--- config.mk ---
export PLATFORM = sky130hd
export DESIGN_NAME = vts_div
export DESIGN_NICKNAME = d
export VERILOG_FILES = /design/src/hw/rtl/vts_pkg.sv /design/src/hw/rtl/vts_div.sv
export SDC_FILE = /design/constraint.sdc
export NUM_CORES = 1
export LEC_CHECK = 0
export BUFFER_PORTS_ARGS = -buffer_cell sky130_fd_sc_hd__buf_2
export CAP_MARGIN = 20
export CORE_MARGIN = 2
export CORE_UTILIZATION = 55
export DETAILED_ROUTE_END_ITERATION = 16
export PLACE_DENSITY_LB_ADDON = 0.05
export SLEW_MARGIN = 20
export SYNTH_ARGS = -nofsm -noshare
export SYNTH_HDL_FRONTEND = slang
export SYNTH_SLANG_ARGS = --single-unit
--- constraint.sdc ---
create_clock -name clk_i -period 2.2 [get_ports clk_i]
set_clock_uncertainty 0.1 [all_clocks]
set_input_delay 0.44 -clock clk_i [delete_from_list [all_inputs] [get_ports clk_i]]
set_output_delay 0.44 -clock clk_i [all_outputs]
set_load 0.01 [all_outputs]
--- src/hw/rtl/vts_pkg.sv ---
// Shared types, constants and tables of the VCA taper and soft clip unit.
package vts_pkg;

  // Sample and control formats
  localparam int SAMPLE_BITS = 16;
  localparam int CTRL_W      = 16;
  localparam int CTRL_FRAC   = 14;
  localparam logic [CTRL_W-1:0] CTRL_ONE = CTRL_W'(1) << CTRL_FRAC;

  // Configuration registers, unsigned Q4.12
  localparam int CFG_W    = 16;
  localparam int CFG_FRAC = 12;
  localparam logic [CFG_W-1:0] TAPER_EXP_RST  = CFG_W'(1) << CFG_FRAC;
  localparam logic [CFG_W-1:0] DRIVE_GAIN_RST = CFG_W'(1) << CFG_FRAC;

  // APB port
  localparam int PADDR_W     = 3;
  localparam int PDATA_W     = 32;
  localparam int REG_SEL_BIT = 2;

  typedef enum logic {
    REG_TAPER_EXP  = 1'b0,
    REG_DRIVE_GAIN = 1'b1
  } reg_idx_e;

  // Internal fixed point widths
  localparam int Q30_FRAC = 30;
  localparam int Q30_W    = Q30_FRAC + 1;   // holds 0 .. 2^30
  localparam int FRAC_W   = 16;             // Q16 fraction of log2 values
  localparam int W_W      = 24;             // exp2 argument, Q16
  localparam int LOG2_W   = 20;             // -log2 of control, Q16
  localparam int MANT_W   = 31;             // log mantissa, Q30 in [1,2)
  localparam int ARG_W    = 30;             // tanh argument, Q24
  localparam int EXP_K_MAX   = 30;
  localparam int LOG2E_SHIFT = 37;

  localparam logic [Q30_W-1:0] ONE_Q30   = Q30_W'(1) << Q30_FRAC;
  localparam logic [Q30_W-1:0] ROUND_Q30 = Q30_W'(1) << (Q30_FRAC - 1);
  localparam logic [Q30_W-1:0] LOG2E_Q30 = 31'd1549082005;

  // Pipeline latencies, accept to strobe
  localparam int EXP_LAT   = FRAC_W + 2;
  localparam int TAPER_LAT = FRAC_W + 4 + EXP_LAT;
  localparam int TANH_Q_W  = Q30_W;
  localparam int PIPE_LAT  = 1 + TAPER_LAT + 3 + EXP_LAT + (TANH_Q_W + 1) + 1
                             + (SAMPLE_BITS + 2) + 1;

  // Transfer payloads
  typedef struct packed {
    logic signed [SAMPLE_BITS-1:0] sample_in;
    logic signed [CTRL_W-1:0]      control_level;
    logic                          last_in;
  } in_item_t;

  typedef struct packed {
    logic signed [SAMPLE_BITS-1:0] sample_out;
    logic                          last_out;
  } out_item_t;

  // Factors 2^(-2^-(i+1)) in Q30 for entry i, repeated floor square roots of one half
  localparam int ROOT_W = 30;
  typedef logic [FRAC_W-1:0][ROOT_W-1:0] root_tbl_t;

  function automatic logic [63:0] isqrt64(logic [63:0] v_in);
    logic [63:0] v;
    logic [63:0] r;
    logic [63:0] b;
    v = v_in;
    r = '0;
    b = 64'h1 << 62;
    for (int i = 0; i < 32; i++) begin
      if (v >= r + b) begin
        v = v - (r + b);
        r = (r >> 1) + b;
      end else begin
        r = r >> 1;
      end
      b = b >> 2;
    end
    return r;
  endfunction

  function automatic root_tbl_t calc_roots();
    root_tbl_t   tbl;
    logic [63:0] s;
    s = 64'(ONE_Q30 >> 1);
    for (int i = 0; i < FRAC_W; i++) begin
      s = isqrt64(s << Q30_FRAC);
      tbl[i] = s[ROOT_W-1:0];
    end
    return tbl;
  endfunction

  localparam root_tbl_t EXP_ROOTS = calc_roots();

endpackage

--- src/hw/rtl/vts_div.sv ---
// Pipelined restoring divider, one quotient bit per stage.
module vts_div import vts_pkg::*; #(
  parameter int Q_W    = 8,
  parameter int DEN_W  = 8,
  parameter int SIDE_W = 1
) (
  input  logic                   clk_i,
  input  logic                   rst_ni,
  input  logic                   valid_i,
  input  logic [Q_W+DEN_W-1:0]   num_i,
  input  logic [DEN_W-1:0]       den_i,
  input  logic [SIDE_W-1:0]      side_i,
  output logic                   valid_o,
  output logic [Q_W-1:0]         quo_o,
  output logic [SIDE_W-1:0]      side_o
);

  logic [Q_W:0]        vld_q;
  logic [DEN_W-1:0]    rem_q  [Q_W+1];
  logic [DEN_W-1:0]    den_q  [Q_W+1];
  logic [Q_W-1:0]      low_q  [Q_W+1];
  logic [Q_W-1:0]      quo_q  [Q_W+1];
  logic [SIDE_W-1:0]   side_q [Q_W+1];
  logic [DEN_W-1:0]    rem_nx [Q_W];
  logic                qb_nx  [Q_W];

  // shift in the next numerator bit, subtract when it fits
  for (genvar j = 0; j < Q_W; j++) begin : g_stage
    logic [DEN_W:0] trial;
    logic [DEN_W:0] diff;
    logic           ge;
    assign trial     = {rem_q[j], low_q[j][Q_W-1]};
    assign diff      = trial - {1'b0, den_q[j]};
    assign ge        = (trial >= {1'b0, den_q[j]});
    assign rem_nx[j] = ge ? diff[DEN_W-1:0] : trial[DEN_W-1:0];
    assign qb_nx[j]  = ge;
  end

  always_ff @(posedge clk_i or negedge rst_ni) begin
    if (!rst_ni) begin
      vld_q <= '0;
    end else begin
      vld_q <= {vld_q[Q_W-1:0], valid_i};
    end
  end

  always_ff @(posedge clk_i) begin
    rem_q[0]  <= num_i[Q_W +: DEN_W];
    low_q[0]  <= num_i[Q_W-1:0];
    quo_q[0]  <= '0;
    den_q[0]  <= den_i;
    side_q[0] <= side_i;
    for (int j = 0; j < Q_W; j++) begin
      rem_q[j+1]  <= rem_nx[j];
      low_q[j+1]  <= low_q[j] << 1;
      quo_q[j+1]  <= (quo_q[j] << 1) | Q_W'(qb_nx[j]);
      den_q[j+1]  <= den_q[j];
      side_q[j+1] <= side_q[j];
    end
  end

  assign valid_o = vld_q[Q_W];
  assign quo_o   = quo_q[Q_W];
  assign side_o  = side_q[Q_W];

endmodule

==> out/results.txt <==
Root Driver - clkbuf_16
Syn Nets - 811
Slew Limit Fails - 0
Final nets - 929
Yosys warnings - 0
initial DRC count - 188
relative slew slack - 0.696
CTS max path bufs - 3
Synth Area in Simple Gates - 0.0759
critical path fanouts, max - 9
total power - 14.1 mW
final period utilization - 0.979
Logic pwr share - 0.366
largest net degree at the start of global routing - 17
Crit-path slowest cell - a2111oi_2
Slew @ Worst Pin - 0.451 ns
Synth Area in Adders - 0.114
H-tree depth - 1
total number of vias - 5332
Post-Synthesis Cell Area - 8280 µm²
Routed Antenna Nets - 0
top cells by count, synth - 209 x dfxtp_1, 84 x inv_1, 64 x ha_1
CTS tree - done
post-synthesis mux area share - 0.0870
clock power share - 0.266
initial core utilization - 0.565
ratio of cells with drive above 1 in the final layout - 0.203
Worst-Skew Late Latency - 0.50 ns
initial antenna violation count - 0
Synth Register Bits - 218
Reg clk slew, reported paths - 0.06 ns
worst setup path category - register to register
sequential fraction of the synthesis area - 0.533
DRC violations left - 0
Top FF cell, synth - dfxtp_1
library cells used by synthesis - 48
Sink Count - 218
Hold WC Path Type - register to register
Max Cap Violations - 0
CP Capture Type - register
cell taking the most area after synthesis - dfxtp_1
count leader, synth - dfxtp_1
Crit path arrival time - 2.44 ns
Post-Synthesis Cells - 712
XOR/XNOR share of the synthesized area - 0.0148
pwr/cell area - 1410 nW/µm²
setup violators final - 0
DRT Pass-1 Iters - 4
fillcell total - 1093
sw power - 4.37 mW
Fin. Hold Viols - 0
average vias per placed instance - 5.18
leakage - 4.63 nW
Startpoint Class - register
core area - 14600 µm²
GP Congestion - 0.914
final setup TNS - 0 ns
global-route wire length before repair - 23.9 mm
max frequency - 0.464 GHz
vias in the first global route - 5342
routed len/inst - 13.8 µm
Routed Wire Length - 14.2 mm
largest family of logic cells by synthesized area - compound AO/OA/AOI/OAI gates
hpwl dp - 10.6 mm
I/O pin cnt - 38
gr usage total - 0.181
FFs w/ async S/R, synth - 0.0413
Area Growth Syn to Fin - 21.3%
die height - 127 µm
fin crit period - 2.15 ns
Internal - 9.78 mW
Seq pwr share - 0.369
die area - 16100 µm²
diode count - 0
top-area cell type share of the netlist area - 0.505
Compound-Gate Fraction of Synth Area - 0.132
Num CTS Buffers - 23
Die Wd - 127 µm
Cell Rows - 44
gr ovfl total - 0
Sw Share - 0.309
top cells by area, synth - dfxtp_1 51%, ha_1 9.7%, mux2_4 5.1%, inv_1 3.8%, dfrtp_1 2.7%
Avg Inst Size Synth - 11.6 µm²
Port Buffer Count - 37
CP cell instances - inv_1 -> ha_1 -> a21o_1 -> a2111oi_2 -> o31a_1 -> buf_12 -> mux2_4
Worst Path Required - 2.49 ns
CP max stage delay - 0.36 ns
peak supply drop - 0.938 mV
number of flops mapped to enable cells by yosys - 0
status - completed
-- metal layers --
layer,vias to the layer above,share of wire,track usage
met1,2478,0.40,0.197
met4,0,0.038,0.0795
met3,40,0.039,0.0342
met5,-,0,0
li1,2717,-,-
met2,97,0.52,0.342
-- kinds of logic after synthesis --
logic type               count (synthesis)
buffers and inverters                   90
XOR/XNOR                                14
adder cells (fa/ha/maj)                 71
flip-flops                             218
AO/OA/AOI/OAI                          145
multiplexers                            57
AND/OR/NAND/NOR                        117
-- what timing repair did --
item,CTS,global route
pin swaps,2,7
endpoints found under the setup margin,12,24
buffers inserted,1,4
hold buffers,27,0
resized for setup,2,16
hold endpoints to repair,35,0
-- metrics by stage --
stage	util	hold slack, ns	worst slack (ns)	std cells	instance area, µm²
2_1_floorplan	-	0.0444	0.125	712	8280
3_5_place_dp	0.608	0.200	-0.0339	957	8900
3_3_place_gp	0.608	0.188	0.0494	957	8900
4_1_cts	0.679	0.197	0.0148	1026	9950
6_report	0.686	0.225	0.0463	1030	10000
5_1_grt	0.686	0.231	-0.0393	1030	10000
-- critical path: cells and delay by family (launching register included) --
family	cells	cell delay [ns]
AO/OA/AOI/OAI	3	0.82
flip-flops	1	0.32
adder cells (fa/ha/maj)	1	0.30
multiplexers	1	0.30
buffers and inverters	2	0.20
-- path summary, 6_finish.rpt --
| kind | endpoint | slack [ns] | start | cells after the start |
|---|---|---|---|---|
| worst min register to register | low_q[0][30]$_DFF_P_ | 0.22 | low_q[0][21]$_DFF_P_ | 0 |
| worst max register to register | rem_q[0][51]$_DFF_P_ | 0.05 | den_q[0][46]$_DFF_P_ | 7 |
| worst max-delay path | rem_q[0][51]$_DFF_P_ | 0.05 | den_q[0][46]$_DFF_P_ | 7 |
| min in group asynchronous | vld_q[1]$_DFF_PN0_ | 0.23 | rst_ni | 2 |
| worst min-delay path | low_q[0][30]$_DFF_P_ | 0.22 | low_q[0][21]$_DFF_P_ | 0 |
| max in group asynchronous | vld_q[8]$_DFF_PN0_ | 1.59 | rst_ni | 2 |
-- area by class of cell --
cell class / count / area [µm²] / area share
sequential: 218 / 4410 / 0.439
multi-input combinational: 404 / 3590 / 0.358
timing repair buffer: 99 / 751 / 0.0747
clock buffer: 27 / 591 / 0.0588
inverter: 84 / 315 / 0.0314
tap: 184 / 230 / 0.0229
clock inverter: 14 / 155 / 0.0154
-- placed cells by master, fill, tap and decap left out, types with 4 or more instances in the layout --
master         netlist  routed
fa_1                 7       5
nand2_1             12      12
nor2b_2              0       4
nor2_1              30      30
o21a_1              16      16
or4b_1               7       7
dfxtp_1            209     209
o21ai_0             26      26
o31a_1              16      16
buf_4                0      31
clkinvlp_4           0       4
nor3_1               7       7
clkbuf_1             2       4
dfrtp_1              9       9
inv_6                0       4
mux2_4              28      28
o21bai_1             4       4
a211oi_1             4       4
nand3_1             22      20
xnor2_1             12      12
inv_1               84      84
a21oi_2              4       4
nor2b_1             18      14
ha_2                 0       4
dlygate4sd3_1        0      27
mux2_1               8       8
clkbuf_16            0      23
ha_1                64      57
a21oi_1             29      29
buf_2                1      37
mux2i_1             21      21
nand2b_1             6       6
a21o_1              17      17
-- power by group through the flow --
| stage | combinational [mW] | clock, mW | sequential, mW |
|---|---|---|---|
| after floorplan | 3.93 | 0 | 5.18 |
| after global placement | 4.85 | 0 | 5.29 |
| after detailed placement | 4.99 | 0 | 5.31 |
| after CTS | 5.08 | 3.85 | 5.23 |
| after global routing | 5.72 | 4.00 | 5.31 |
| final | 5.17 | 3.76 | 5.22 |
-- flip-flops by register name, indices dropped and copies added, names as in the netlist --
signal,cells
den_q,64
side_q,9
low_q,36
rem_q,64
quo_q,36
vld_q,9
No activity file was read; power rests on OpenSTA's default activity.
